`config.mk`:
```
export PLATFORM = sky130hd
export DESIGN_NAME = hmm_path_site_segmenter_core_flat
export DESIGN_NICKNAME = d
export VERILOG_FILES = /design/src/hdl/hpss_pkg.sv /design/src/hdl/hpss_if.sv /design/src/hdl/hpss_front.sv /design/src/hdl/hpss_queue.sv /design/src/hdl/hpss_back.sv /design/src/hdl/hmm_path_site_segmenter_core.sv /design/src/flat_wrapper.sv
export SDC_FILE = /design/constraint.sdc
export NUM_CORES = 2
export LEC_CHECK = 0
export BUFFER_PORTS_ARGS = -buffer_cell sky130_fd_sc_hd__buf_4
export CAP_MARGIN = 20
export CORE_MARGIN = 2
export CORE_UTILIZATION = 40
export DETAILED_ROUTE_END_ITERATION = 10
export PLACE_DENSITY = 0.57
export SLEW_MARGIN = 5
export SYNTH_ARGS = -nofsm -noshare
export SYNTH_HDL_FRONTEND = slang
export SYNTH_HIERARCHICAL = 1
export SYNTH_SLANG_ARGS = --single-unit
```
`constraint.sdc`:
```
create_clock -name clk -period 37.6 [get_ports clk]
set_clock_uncertainty 0.1 [all_clocks]
set_input_delay 7.52 -clock clk [delete_from_list [all_inputs] [get_ports clk]]
set_output_delay 7.52 -clock clk [all_outputs]
set_load 0.02 [all_outputs]
```
`src/hdl/hpss_pkg.sv`:
```
// ----------------------------------------------------------------------------
// hpss_pkg: shared types and constants of the HMM path site segmenter
// Field widths, state codes, register indexes, queued item and result records.
// ----------------------------------------------------------------------------
`timescale 1ns / 1ps

package hpss_pkg;

	localparam int POS_W      = 16;
	localparam int LOGV_W     = 32;
	localparam int ACC_W      = 40;
	localparam int STEP_W     = 34;
	localparam int WIDE_W     = 42;
	localparam int STATE_W    = 3;
	localparam int BASE_W     = 2;
	localparam int SEQ_W      = 16;
	localparam int NUM_COORDS = 6;
	localparam int TBL_DEPTH  = 16;
	localparam int TBL_IDX_W  = 4;
	localparam int CFG_W      = 32;
	localparam int PADDR_W    = 3;

	// Decoded path states with a special role.
	localparam logic [STATE_W-1:0] S_START       = 3'd0;
	localparam logic [STATE_W-1:0] S_FIRST_COORD = 3'd1;
	localparam logic [STATE_W-1:0] S_LAST        = 3'd6;
	localparam logic [STATE_W-1:0] S_NULL        = 3'd7;

	typedef enum logic {
		CMD_PATH  = 1'b0,
		CMD_TABLE = 1'b1
	} cmd_t;

	typedef enum logic {
		REG_NULL_SELF = 1'b0,
		REG_NULL_INIT = 1'b1
	} reg_idx_t;

	typedef struct packed {
		logic signed [LOGV_W-1:0] null_self;
		logic signed [LOGV_W-1:0] null_init;
	} cfg_t;

	// Path element as it waits between the front and the back.
	typedef struct packed {
		logic [STATE_W-1:0]       state;
		logic signed [LOGV_W-1:0] path_logv;
		logic signed [LOGV_W-1:0] null_logv;
		logic signed [STEP_W-1:0] step;
		logic                     eos;
		logic                     strand;
		logic [SEQ_W-1:0]         seq;
	} elem_t;

	// A finished site before its score is formed.
	typedef struct packed {
		logic [SEQ_W-1:0]                   seq;
		logic                               strand;
		logic [POS_W-1:0]                   first;
		logic [POS_W-1:0]                   last;
		logic signed [LOGV_W-1:0]           path;
		logic signed [ACC_W-1:0]            acc;
		logic [NUM_COORDS-1:0][POS_W-1:0]   coords;
	} emit_t;

	typedef struct packed {
		logic [SEQ_W-1:0]                   seq;
		logic                               strand;
		logic [POS_W-1:0]                   first;
		logic [POS_W-1:0]                   last;
		logic signed [ACC_W-1:0]            score;
		logic [NUM_COORDS-1:0][POS_W-1:0]   coords;
	} result_t;

	// Saturate a wide signed sum to the 40-bit accumulator range.
	function automatic logic signed [ACC_W-1:0] sat40(input logic signed [WIDE_W-1:0] v);
		logic signed [ACC_W-1:0] r;
		if ((&v[WIDE_W-1:ACC_W-1]) || !(|v[WIDE_W-1:ACC_W-1])) begin
			r = v[ACC_W-1:0];
		end else if (v[WIDE_W-1]) begin
			r = {1'b1, {(ACC_W-1){1'b0}}};
		end else begin
			r = {1'b0, {(ACC_W-1){1'b1}}};
		end
		return r;
	endfunction

endpackage

```
`src/hdl/hpss_if.sv`:
```
// ----------------------------------------------------------------------------
// hpss_if: valid/ready channels of the segmenter
// Path element channel and found-site channel, each with source and sink views.
// ----------------------------------------------------------------------------
`timescale 1ns / 1ps

interface hpss_path_if;
	import hpss_pkg::*;

	logic                     valid;
	logic                     ready;
	logic                     command;
	logic [STATE_W-1:0]       path_state;
	logic [BASE_W-1:0]        base_code;
	logic signed [LOGV_W-1:0] path_logv;
	logic signed [LOGV_W-1:0] null_logv;
	logic                     end_of_sequence;
	logic                     strand_flag;
	logic [SEQ_W-1:0]         sequence_number;
	logic [TBL_IDX_W-1:0]     table_index;
	logic signed [LOGV_W-1:0] table_value;

	modport source (
		output valid, command, path_state, base_code, path_logv, null_logv,
		       end_of_sequence, strand_flag, sequence_number, table_index, table_value,
		input  ready
	);
	modport sink (
		input  valid, command, path_state, base_code, path_logv, null_logv,
		       end_of_sequence, strand_flag, sequence_number, table_index, table_value,
		output ready
	);
endinterface

interface hpss_site_if;
	import hpss_pkg::*;

	logic                    valid;
	logic                    ready;
	logic [SEQ_W-1:0]        site_sequence;
	logic                    site_strand;
	logic [POS_W-1:0]        site_first;
	logic [POS_W-1:0]        site_last;
	logic signed [ACC_W-1:0] site_score;
	logic [POS_W-1:0]        coord_one;
	logic [POS_W-1:0]        coord_two;
	logic [POS_W-1:0]        coord_three;
	logic [POS_W-1:0]        coord_four;
	logic [POS_W-1:0]        coord_five;
	logic [POS_W-1:0]        coord_six;

	modport source (
		output valid, site_sequence, site_strand, site_first, site_last, site_score,
		       coord_one, coord_two, coord_three, coord_four, coord_five, coord_six,
		input  ready
	);
	modport sink (
		input  valid, site_sequence, site_strand, site_first, site_last, site_score,
		       coord_one, coord_two, coord_three, coord_four, coord_five, coord_six,
		output ready
	);
endinterface

```
`src/hdl/hpss_front.sv`:
```
// ----------------------------------------------------------------------------
// hpss_front: intake of the segmenter
// Takes items, writes table entries and turns path elements into queue entries.
// ----------------------------------------------------------------------------
`timescale 1ns / 1ps

module hpss_front (
	input  logic                             clk,
	input  logic                             arst_n,
	hpss_path_if.sink                        path,
	input  logic signed [hpss_pkg::LOGV_W-1:0] null_self,
	input  logic                             q_full,
	output logic                             push,
	output hpss_pkg::elem_t                  push_data
);
	import hpss_pkg::*;

	logic signed [LOGV_W-1:0] emis_q [TBL_DEPTH];
	logic [BASE_W-1:0]        prev_base_q;
	logic                     accept;
	logic                     is_table;
	logic [TBL_IDX_W-1:0]     rd_idx;

	assign path.ready = !q_full;
	assign accept     = path.valid && path.ready;
	assign is_table   = (cmd_t'(path.command) == CMD_TABLE);
	assign push       = accept && !is_table;

	// The entry index is the previous base plus four times the current base.
	assign rd_idx = {path.base_code, prev_base_q};

	always_comb begin
		push_data.state     = path.path_state;
		push_data.path_logv = path.path_logv;
		push_data.null_logv = path.null_logv;
		push_data.step      = STEP_W'(emis_q[rd_idx]) + STEP_W'(null_self);
		push_data.eos       = path.end_of_sequence;
		push_data.strand    = path.strand_flag;
		push_data.seq       = path.sequence_number;
	end

	always_ff @(posedge clk) begin
		if (accept && is_table) begin
			emis_q[path.table_index] <= path.table_value;
		end
	end

	always_ff @(posedge clk or negedge arst_n) begin
		if (!arst_n) begin
			prev_base_q <= '0;
		end else if (push) begin
			prev_base_q <= path.end_of_sequence ? '0 : path.base_code;
		end
	end

endmodule

```
`src/hdl/hpss_queue.sv`:
```
// ----------------------------------------------------------------------------
// hpss_queue: short FIFO between intake and site tracking
// Holds queued path elements so each side can stall on its own.
// ----------------------------------------------------------------------------
`timescale 1ns / 1ps

module hpss_queue #(
	parameter int DEPTH = 2
) (
	input  logic            clk,
	input  logic            arst_n,
	input  logic            push,
	input  hpss_pkg::elem_t push_data,
	input  logic            pop,
	output hpss_pkg::elem_t head,
	output logic            full,
	output logic            empty
);
	import hpss_pkg::*;

	localparam int PW = (DEPTH > 1) ? $clog2(DEPTH) : 1;
	localparam int CW = $clog2(DEPTH + 1);

	elem_t           mem_q [DEPTH];
	logic [PW-1:0]   wr_q;
	logic [PW-1:0]   rd_q;
	logic [CW-1:0]   cnt_q;
	logic            do_push;
	logic            do_pop;

	assign full    = (cnt_q == CW'(DEPTH));
	assign empty   = (cnt_q == '0);
	assign do_push = push && !full;
	assign do_pop  = pop && !empty;
	assign head    = mem_q[rd_q];

	always_ff @(posedge clk) begin
		if (do_push) begin
			mem_q[wr_q] <= push_data;
		end
	end

	always_ff @(posedge clk or negedge arst_n) begin
		if (!arst_n) begin
			wr_q  <= '0;
			rd_q  <= '0;
			cnt_q <= '0;
		end else begin
			if (do_push) begin
				wr_q <= (wr_q == PW'(DEPTH - 1)) ? '0 : wr_q + 1'b1;
			end
			if (do_pop) begin
				rd_q <= (rd_q == PW'(DEPTH - 1)) ? '0 : rd_q + 1'b1;
			end
			if (do_push && !do_pop) begin
				cnt_q <= cnt_q + 1'b1;
			end else if (do_pop && !do_push) begin
				cnt_q <= cnt_q - 1'b1;
			end
		end
	end

endmodule

```
`src/hdl/hpss_back.sv`:
```
// ----------------------------------------------------------------------------
// hpss_back: site tracking and result output
// One path element a cycle unless stalled; scores and presents each site.
// ----------------------------------------------------------------------------
`timescale 1ns / 1ps

module hpss_back #(
	parameter int MAX_LENGTH = 65535
) (
	input  logic            clk,
	input  logic            arst_n,
	input  hpss_pkg::cfg_t  cfg,
	input  hpss_pkg::elem_t head,
	input  logic            q_empty,
	output logic            pop,
	hpss_site_if.source     site
);
	import hpss_pkg::*;

	localparam logic [POS_W-1:0] POS_MAX = POS_W'(MAX_LENGTH);

	// Sequence and site state.
	logic [POS_W-1:0]                 pos_q, pos_n, pos_cur;
	logic [STATE_W-1:0]               prev_state_q, prev_state_n;
	logic signed [LOGV_W-1:0]         prev_path_q, prev_path_n;
	logic signed [LOGV_W-1:0]         prev_null_q, prev_null_n;
	logic                             inside_q, inside_n;
	logic [POS_W-1:0]                 start_q, start_n;
	logic signed [ACC_W-1:0]          acc_q, acc_n;
	logic [STATE_W-1:0]               await_q, await_n;
	logic [NUM_COORDS-1:0][POS_W-1:0] coords_q, coords_n;

	logic    emit;
	emit_t   emit_rec;
	emit_t   emit_s1;
	logic    valid_s1;
	result_t res_q;
	logic    out_valid_q;
	logic    out_load;
	logic    s1_free;
	logic    hit;

	assign out_load = valid_s1 && (!out_valid_q || site.ready);
	assign s1_free  = !valid_s1 || out_load;
	assign pop      = !q_empty && s1_free;

	always_comb begin
		pos_cur      = (pos_q < POS_MAX) ? pos_q + 1'b1 : pos_q;
		pos_n        = pos_cur;
		prev_state_n = head.state;
		prev_path_n  = head.path_logv;
		prev_null_n  = head.null_logv;
		inside_n     = inside_q;
		start_n      = start_q;
		acc_n        = acc_q;
		await_n      = await_q;
		coords_n     = coords_q;
		emit         = 1'b0;
		hit          = 1'b0;
		emit_rec.seq    = head.seq;
		emit_rec.strand = head.strand;
		emit_rec.first  = start_q;
		emit_rec.last   = pos_cur;
		emit_rec.path   = head.path_logv;
		emit_rec.acc    = acc_q;
		emit_rec.coords = coords_q;

		if (inside_q) begin
			if (prev_state_q == S_LAST && head.state == S_NULL) begin
				// Six then null: the site closed on the element before.
				emit          = 1'b1;
				emit_rec.last = (pos_cur > POS_W'(1)) ? pos_cur - 1'b1 : pos_cur;
				emit_rec.path = prev_path_q;
				inside_n      = 1'b0;
				start_n       = '0;
				acc_n         = '0;
				await_n       = S_FIRST_COORD;
				coords_n      = '0;
			end else begin
				acc_n = sat40(WIDE_W'(acc_q) + WIDE_W'(head.step));
				for (int j = 0; j < NUM_COORDS; j++) begin
					if (await_q <= S_LAST && head.state == await_q &&
					    await_q == STATE_W'(j + 1)) begin
						coords_n[j] = pos_cur;
						hit         = 1'b1;
					end
				end
				if (hit) begin
					await_n = await_q + 1'b1;
				end
				if (head.eos) begin
					// A site that runs into a trailing null is dropped.
					emit            = (head.state != S_NULL);
					emit_rec.acc    = acc_n;
					emit_rec.coords = coords_n;
					inside_n        = 1'b0;
					start_n         = '0;
					acc_n           = '0;
					await_n         = S_FIRST_COORD;
					coords_n        = '0;
				end
			end
		end else if (prev_state_q == S_NULL && head.state == S_START) begin
			inside_n = 1'b1;
			start_n  = pos_cur;
			await_n  = S_FIRST_COORD;
			coords_n = '0;
			if (pos_q == '0) begin
				acc_n = ACC_W'(cfg.null_init);
			end else begin
				acc_n = sat40(WIDE_W'(prev_null_q) + WIDE_W'(head.step));
			end
			if (head.eos) begin
				// A site that opens on the last element also closes there.
				emit            = 1'b1;
				emit_rec.first  = pos_cur;
				emit_rec.acc    = acc_n;
				emit_rec.coords = '0;
				inside_n        = 1'b0;
				start_n         = '0;
				acc_n           = '0;
				coords_n        = '0;
			end
		end

		if (head.eos) begin
			pos_n        = '0;
			prev_state_n = S_NULL;
			prev_path_n  = '0;
			prev_null_n  = '0;
		end
	end

	always_ff @(posedge clk or negedge arst_n) begin
		if (!arst_n) begin
			pos_q        <= '0;
			prev_state_q <= S_NULL;
			prev_path_q  <= '0;
			prev_null_q  <= '0;
			inside_q     <= 1'b0;
			start_q      <= '0;
			acc_q        <= '0;
			await_q      <= S_FIRST_COORD;
			coords_q     <= '0;
		end else if (pop) begin
			pos_q        <= pos_n;
			prev_state_q <= prev_state_n;
			prev_path_q  <= prev_path_n;
			prev_null_q  <= prev_null_n;
			inside_q     <= inside_n;
			start_q      <= start_n;
			acc_q        <= acc_n;
			await_q      <= await_n;
			coords_q     <= coords_n;
		end
	end

	always_ff @(posedge clk or negedge arst_n) begin
		if (!arst_n) begin
			valid_s1    <= 1'b0;
			out_valid_q <= 1'b0;
		end else begin
			if (pop) begin
				valid_s1 <= emit;
			end else if (out_load) begin
				valid_s1 <= 1'b0;
			end
			if (out_load) begin
				out_valid_q <= 1'b1;
			end else if (site.ready) begin
				out_valid_q <= 1'b0;
			end
		end
	end

	always_ff @(posedge clk) begin
		if (pop && emit) begin
			emit_s1 <= emit_rec;
		end
		if (out_load) begin
			res_q.seq    <= emit_s1.seq;
			res_q.strand <= emit_s1.strand;
			res_q.first  <= emit_s1.first;
			res_q.last   <= emit_s1.last;
			res_q.score  <= sat40(WIDE_W'(emit_s1.path) - WIDE_W'(emit_s1.acc) -
			                      WIDE_W'(cfg.null_self));
			res_q.coords <= emit_s1.coords;
		end
	end

	assign site.valid         = out_valid_q;
	assign site.site_sequence = res_q.seq;
	assign site.site_strand   = res_q.strand;
	assign site.site_first    = res_q.first;
	assign site.site_last     = res_q.last;
	assign site.site_score    = res_q.score;
	assign site.coord_one     = res_q.coords[0];
	assign site.coord_two     = res_q.coords[1];
	assign site.coord_three   = res_q.coords[2];
	assign site.coord_four    = res_q.coords[3];
	assign site.coord_five    = res_q.coords[4];
	assign site.coord_six     = res_q.coords[5];

endmodule

```
`src/hdl/hmm_path_site_segmenter_core.sv`:
```
// ----------------------------------------------------------------------------
// hmm_path_site_segmenter_core: finds scored sites in a decoded HMM path
// The site that an item closes is held in emit_s1, then scored into res_q.
// Throughput: one item per cycle while the site output is not stalled.
// Table writes are taken at the same rate and give no result.
// Reset clears all control and sequence state at once; table entries are
// undefined until written. No clearing pass is needed.
// ----------------------------------------------------------------------------
`timescale 1ns / 1ps

module hmm_path_site_segmenter_core #(
	parameter int MAX_LENGTH  = 65535,
	parameter int QUEUE_DEPTH = 2
) (
	input  logic                          clk,
	input  logic                          arst_n,
	hpss_path_if.sink                     path,
	hpss_site_if.source                   site,
	input  logic                          psel,
	input  logic                          penable,
	input  logic                          pwrite,
	input  logic [hpss_pkg::PADDR_W-1:0]  paddr,
	input  logic [hpss_pkg::CFG_W-1:0]    pwdata,
	output logic [hpss_pkg::CFG_W-1:0]    prdata,
	output logic                          pready
);
	import hpss_pkg::*;

	// The block has three parts. The front takes every item: table writes go
	// straight into the emission table, and path elements pick up their
	// null-state step (table entry plus self transition) before they are
	// queued. The back follows the sequence one element per cycle while
	// the output is not stalled, keeps the open site, and scores each
	// finished site in a second stage ahead of the output register.

	cfg_t     cfg_q;
	reg_idx_t reg_idx;
	logic     cfg_wr;
	logic     q_full;
	logic     q_empty;
	logic     push;
	logic     pop;
	elem_t    push_data;
	elem_t    head;

	// Registers sit at byte addresses 0 and 4; address bit 2 picks one.
	assign pready  = 1'b1;
	assign reg_idx = reg_idx_t'(paddr[2]);
	assign cfg_wr  = psel && penable && pwrite && pready;

	always_ff @(posedge clk or negedge arst_n) begin
		if (!arst_n) begin
			cfg_q <= '0;
		end else if (cfg_wr) begin
			case (reg_idx)
				REG_NULL_SELF: cfg_q.null_self <= pwdata;
				REG_NULL_INIT: cfg_q.null_init <= pwdata;
				default: ;
			endcase
		end
	end

	always_comb begin
		case (reg_idx)
			REG_NULL_SELF: prdata = cfg_q.null_self;
			REG_NULL_INIT: prdata = cfg_q.null_init;
			default:       prdata = '0;
		endcase
	end

	hpss_front u_front (
		.clk       (clk),
		.arst_n    (arst_n),
		.path      (path),
		.null_self (cfg_q.null_self),
		.q_full    (q_full),
		.push      (push),
		.push_data (push_data)
	);

	// The queue lets intake continue while the output side is stalled.
	hpss_queue #(
		.DEPTH (QUEUE_DEPTH)
	) u_queue (
		.clk       (clk),
		.arst_n    (arst_n),
		.push      (push),
		.push_data (push_data),
		.pop       (pop),
		.head      (head),
		.full      (q_full),
		.empty     (q_empty)
	);

	hpss_back #(
		.MAX_LENGTH (MAX_LENGTH)
	) u_back (
		.clk     (clk),
		.arst_n  (arst_n),
		.cfg     (cfg_q),
		.head    (head),
		.q_empty (q_empty),
		.pop     (pop),
		.site    (site)
	);

endmodule

```
`src/flat_wrapper.sv`:
```
// flat-port wrapper written by rule: the top's interface ports become plain ports
module hmm_path_site_segmenter_core_flat import hpss_pkg::*;
#(
	parameter int MAX_LENGTH  = 65535,
	parameter int QUEUE_DEPTH = 2
)
  (clk, arst_n, psel, penable, pwrite, paddr, pwdata, prdata, pready, path_valid, path_command, path_path_state, path_base_code, path_path_logv, path_null_logv, path_end_of_sequence, path_strand_flag, path_sequence_number, path_table_index, path_table_value, path_ready, site_valid, site_site_sequence, site_site_strand, site_site_first, site_site_last, site_site_score, site_coord_one, site_coord_two, site_coord_three, site_coord_four, site_coord_five, site_coord_six, site_ready);
  hpss_path_if path_i ();
  hpss_site_if site_i ();
  input  logic clk;
  input  logic arst_n;
  input  logic psel;
  input  logic penable;
  input  logic pwrite;
  input  logic [hpss_pkg::PADDR_W-1:0] paddr;
  input  logic [hpss_pkg::CFG_W-1:0] pwdata;
  output logic [hpss_pkg::CFG_W-1:0] prdata;
  output logic pready;
  input wire logic [$bits(path_i.valid)-1:0] path_valid;
  input wire logic [$bits(path_i.command)-1:0] path_command;
  input wire logic [$bits(path_i.path_state)-1:0] path_path_state;
  input wire logic [$bits(path_i.base_code)-1:0] path_base_code;
  input wire logic [$bits(path_i.path_logv)-1:0] path_path_logv;
  input wire logic [$bits(path_i.null_logv)-1:0] path_null_logv;
  input wire logic [$bits(path_i.end_of_sequence)-1:0] path_end_of_sequence;
  input wire logic [$bits(path_i.strand_flag)-1:0] path_strand_flag;
  input wire logic [$bits(path_i.sequence_number)-1:0] path_sequence_number;
  input wire logic [$bits(path_i.table_index)-1:0] path_table_index;
  input wire logic [$bits(path_i.table_value)-1:0] path_table_value;
  output wire logic [$bits(path_i.ready)-1:0] path_ready;
  output wire logic [$bits(site_i.valid)-1:0] site_valid;
  output wire logic [$bits(site_i.site_sequence)-1:0] site_site_sequence;
  output wire logic [$bits(site_i.site_strand)-1:0] site_site_strand;
  output wire logic [$bits(site_i.site_first)-1:0] site_site_first;
  output wire logic [$bits(site_i.site_last)-1:0] site_site_last;
  output wire logic [$bits(site_i.site_score)-1:0] site_site_score;
  output wire logic [$bits(site_i.coord_one)-1:0] site_coord_one;
  output wire logic [$bits(site_i.coord_two)-1:0] site_coord_two;
  output wire logic [$bits(site_i.coord_three)-1:0] site_coord_three;
  output wire logic [$bits(site_i.coord_four)-1:0] site_coord_four;
  output wire logic [$bits(site_i.coord_five)-1:0] site_coord_five;
  output wire logic [$bits(site_i.coord_six)-1:0] site_coord_six;
  input wire logic [$bits(site_i.ready)-1:0] site_ready;
  assign path_i.valid = path_valid;
  assign path_i.command = path_command;
  assign path_i.path_state = path_path_state;
  assign path_i.base_code = path_base_code;
  assign path_i.path_logv = path_path_logv;
  assign path_i.null_logv = path_null_logv;
  assign path_i.end_of_sequence = path_end_of_sequence;
  assign path_i.strand_flag = path_strand_flag;
  assign path_i.sequence_number = path_sequence_number;
  assign path_i.table_index = path_table_index;
  assign path_i.table_value = path_table_value;
  assign path_ready = path_i.ready;
  assign site_valid = site_i.valid;
  assign site_site_sequence = site_i.site_sequence;
  assign site_site_strand = site_i.site_strand;
  assign site_site_first = site_i.site_first;
  assign site_site_last = site_i.site_last;
  assign site_site_score = site_i.site_score;
  assign site_coord_one = site_i.coord_one;
  assign site_coord_two = site_i.coord_two;
  assign site_coord_three = site_i.coord_three;
  assign site_coord_four = site_i.coord_four;
  assign site_coord_five = site_i.coord_five;
  assign site_coord_six = site_i.coord_six;
  assign site_i.ready = site_ready;
  hmm_path_site_segmenter_core #(.MAX_LENGTH(MAX_LENGTH), .QUEUE_DEPTH(QUEUE_DEPTH)) u_core (.clk(clk), .arst_n(arst_n), .path(path_i), .site(site_i), .psel(psel), .penable(penable), .pwrite(pwrite), .paddr(paddr), .pwdata(pwdata), .prdata(prdata), .pready(pready));
endmodule
```
==> impl_results.md <==
* Result of the run: completed
* DIE WIDTH at 413 µm
* Critical path buffers and inverters at 2
* Buffer cell driving the clock tree root: sky130_fd_sc_hd__clkbuf_16
* Post-synthesis async set-or-reset flop share at 21.3%
* Critical path destination: prdata[18]
* Biggest fanout along the worst timing path at 34
* Max clock buf depth at 3
* Count of final hold-check violations at 0
* Worst R2R End: u_core/u_back/emit_s1[128]$_DFFE_PP_
* Final Hold Slack at around 0.28 ns
* Crit path launch type: primary input
* Routed vias at 41189
* DRT iter0 DRCs at 3821
* CTS tree: done
* Worst R2R Start: u_core/u_queue/rd_q$_DFFE_PN0P_
* Actual slew at the worst max-slew pin at approximately 1.1 ns
* Buffers added on ports at 382
* Synth Register Bits at 1463
* Initial cell density of the core at 40.2%
* Pin count of the biggest net entering global routing at 158
* Worst R2R Setup Slack at 31.52 ns
* Die area at ~170000 µm²
* Vias in the first global route at 40267
* Placed cell area at 71600 µm²
* HPWL after detailed placement at roughly 120 mm
* I/O pin total at 386
* Clock period minus worst slack at between 15 and 20 ns
* Setup repair bufs after CTS at 0
* Top cells by count, synth: sky130_fd_sc_hd__edfxtp_1, sky130_fd_sc_hd__nand2_1, sky130_fd_sc_hd__o21ai_0
* Yosys warning total at 6
* Setup Viol. Count Final at 0
* Share of the synthesized area in the top cell type at 51.6%
* Ratio of cells with drive above 1 in the final layout at 22.5%
* Synthesized net count at 5197
* Count of cell instances traversed by the critical path at 3
* Sink Count at 1463
* Average via count per standard cell at 5.53
* Final worst path period share at 43.5%
* Area of the mapped netlist at 67100 µm²
* R2r worst-path depth at 12
* Number of remaining DRC errors at 0
* Max_cap viols at 0
* Min-delay worst type: register to register
* Category of cells accounting for the largest share of critical-path delay: buffers and inverters
* Top post-synthesis cells by area: sky130_fd_sc_hd__edfxtp_1, sky130_fd_sc_hd__dfrtp_1, sky130_fd_sc_hd__mux4_2
* Worst-path cell chain: buf_4 > mux2_2 > buf_4
* Mean instance size in the synthesized netlist at 13.9 µm²
* Antenna violations before repair at 8
* Layout-stage area growth over the synthesis result at 14.9%
* Post-route ant nets at 0
* Resize count post-CTS at 0
* Worst EP arrival at a little under 9 ns
* Fill cells at 14779
* Num CTS Buffers at 158
* Critical Path Sink Type: output pin
* Cells after synthesis at 4829
* Top FF cell, synth: sky130_fd_sc_hd__edfxtp_1
* Post-route non-filler standard cell count at 7442
* Number of distinct library cell variants in the gate-level netlist after synthesis at 107
* Core Footprint at around 170000 µm²
* Final core utilization at 46.2%
* Setup CP Type: primary input to output pin
* Number of buffers added to fix hold violations after cts at 0
* GP Congestion at 0.926
* Standard cell with the maximum stage delay on the critical path: sky130_fd_sc_hd__buf_4
* Timing startpoint of the critical path: paddr[2]
* Drt wl/cell at between 20 and 25 µm
* Wire length of the first global-routing pass at 271 mm
* Setup repair after global routing missed its margin: false
* Sequential-to-total area share from yosys stat at a little over three fifths
* Most used cell along the critical path: sky130_fd_sc_hd__buf_4
* First-pass iteration count of the detailed router at 6
* P_leak at 28.1 nW
* Clock latency reported for the late side of the worst-skew pair at between 0.8 and 0.9 ns
* Dominant cell by count in the synthesized netlist: sky130_fd_sc_hd__edfxtp_1
* Library cell occupying the most area in the post-synthesis netlist: sky130_fd_sc_hd__edfxtp_1
* Row count at 150
* Design Area, Final at 77000 µm²
* Post-Place Cells at 7147
* Max VDD drop at roughly 0.000056 V
* Routed WL at 185 mm
* Number of levels the H-tree was split into at 4
* Setup_tns at 0 ns
* Die Y-Extent at 413 µm
* Number of nets at the end of the flow at 5473
* Fin. max-slew vios at 0
* Worst stage delay on the critical path at 0.51 ns
* Global Route Usage Sum at 21.5%
* Total power divided by cell area at 77.6 nW/µm²
* Grt ovf at 0
* Crit path required time at 29.98 ns
* Clock-pin slew of the registers on the worst-case setup and hold paths at 0.06 ns
* Highest clock rate at about 60 MHz
* EDFF count, synth at 1152
* Rel. slew slack at 24.1%
[logic make-up (layout without fill, tap and decap cells)]
kind of cell / count (synthesis) / after routing / synth area share [%]
flops: 1463 / 1463 / 63.2
mux: 423 / 423 / 9.93
simple gates: 1144 / 1144 / 8.18
buf+inv: 472 / 879 / 3.43
xor+xnor: 133 / 133 / 1.76
other cells: 1 / 3 / 0.00559
compound gates: 991 / 991 / 9.25
fa+ha+maj: 202 / 202 / 4.25
[cell type report]
| type | instances | area [µm²] | share of cell area [%] |
|---|---|---|---|
| diodes | 2 | 5.00 | 0.00650 |
| well taps | 2204 | 2760 | 3.58 |
| repair buffers | 454 | 3480 | 4.52 |
| clock buffers | 210 | 4340 | 5.64 |
| multi-input cells | 2894 | 22500 | 29.3 |
| inverters | 134 | 503 | 0.653 |
| clock inverters | 81 | 1000 | 1.30 |
| flip-flops and latches | 1463 | 42400 | 55.0 |
[cell usage in the layout, fill, tap and decap left out, types with 19 or more instances in the layout]
cell | synthesis | routed
sky130_fd_sc_hd__mux4_2 | 160 | 160
sky130_fd_sc_hd__nand2b_1 | 21 | 21
sky130_fd_sc_hd__clkbuf_16 | 0 | 162
sky130_fd_sc_hd__ha_1 | 159 | 159
sky130_fd_sc_hd__nor3_1 | 40 | 36
sky130_fd_sc_hd__nor2_1 | 160 | 145
sky130_fd_sc_hd__o221ai_1 | 32 | 32
sky130_fd_sc_hd__edfxtp_1 | 1152 | 1152
sky130_fd_sc_hd__o21a_1 | 23 | 23
sky130_fd_sc_hd__fa_1 | 43 | 43
sky130_fd_sc_hd__and3_1 | 22 | 21
sky130_fd_sc_hd__buf_4 | 89 | 448
sky130_fd_sc_hd__clkinv_1 | 0 | 25
sky130_fd_sc_hd__a211oi_1 | 21 | 21
sky130_fd_sc_hd__o21ai_0 | 347 | 346
sky130_fd_sc_hd__a21oi_1 | 202 | 201
sky130_fd_sc_hd__o21ai_1 | 51 | 50
sky130_fd_sc_hd__xnor2_1 | 68 | 66
sky130_fd_sc_hd__nand4_1 | 33 | 33
sky130_fd_sc_hd__a31oi_1 | 34 | 34
sky130_fd_sc_hd__clkbuf_1 | 169 | 37
sky130_fd_sc_hd__mux2_4 | 30 | 31
sky130_fd_sc_hd__mux2_2 | 217 | 216
sky130_fd_sc_hd__clkinv_2 | 0 | 19
sky130_fd_sc_hd__inv_1 | 134 | 133
sky130_fd_sc_hd__dfrtp_1 | 307 | 304
sky130_fd_sc_hd__xor2_1 | 63 | 63
sky130_fd_sc_hd__nand2_1 | 497 | 495
sky130_fd_sc_hd__and2_1 | 20 | 20
sky130_fd_sc_hd__o211ai_1 | 41 | 41
sky130_fd_sc_hd__nor2b_1 | 20 | 19
sky130_fd_sc_hd__a21o_1 | 60 | 59
sky130_fd_sc_hd__o31ai_1 | 21 | 21
sky130_fd_sc_hd__nand3b_1 | 73 | 73
sky130_fd_sc_hd__nand3_1 | 173 | 173
[power by group]
part / total [mW] / switching (mW) / internal, mW
Sequential: 2.17 / 0.146 / 2.02
Combinational: 2.24 / 1.39 / 0.849
Clock: 1.58 / 0.663 / 0.913
Total: 5.98 / 2.20 / 3.78
[routing by layer]
| metal | routed length, µm | global-route usage (%) |
|---|---|---|
| met1 | 81600 | 30.2 |
| met2 | 86800 | 34.0 |
| met4 | 5520 | 6.65 |
| met3 | 10900 | 3.68 |
| met5 | 41 | 0 |
[worst min path at each step]
stage	startpoint	to	slack (ns)	cells after the start
3_5_place_dp	u_core/u_back/emit_s1[64]$_DFFE_PP_	u_core/u_back/site.coord_five[0]$_DFFE_PP_	0.30	0
3_3_place_gp	u_core/u_back/emit_s1[169]$_DFFE_PP_	u_core/u_back/site.site_last[1]$_DFFE_PP_	0.30	0
6_report	u_core/u_back/emit_s1[175]$_DFFE_PP_	u_core/u_back/site.site_last[7]$_DFFE_PP_	0.28	0
2_1_floorplan	u_core/u_back/emit_s1[64]$_DFFE_PP_	u_core/u_back/site.coord_five[0]$_DFFE_PP_	0.30	0
4_1_cts	u_core/u_back/emit_s1[175]$_DFFE_PP_	u_core/u_back/site.site_last[7]$_DFFE_PP_	0.28	0
5_1_grt	u_core/u_back/emit_s1[175]$_DFFE_PP_	u_core/u_back/site.site_last[7]$_DFFE_PP_	0.29	0
[per-stage QoR]
step / power (mW) / worst slack [ns]
final: 5.98 / 21.24
after global routing: 6.31 / 21.22
after CTS: 6.01 / 21.23
after detailed placement: 4.42 / 21.23
after global placement: 4.39 / 21.24
after floorplan: 3.77 / 17.68
[sequential cells by signal (all words and copies together) (netlist names), 32 cells and up]
name and flops:
u_core/u_back/acc_q 40, u_core/u_back/prev_null_q 32, u_core/u_back/prev_path_q 32, u_core/u_back/site.site_score 40
u_core/u_back/coords_q 96, u_core/u_queue/mem_q 238, u_core/u_front/emis_q 512, u_core/u_back/emit_s1 217
u_core/cfg_q 64
Power figures use the tool's default switching activity.
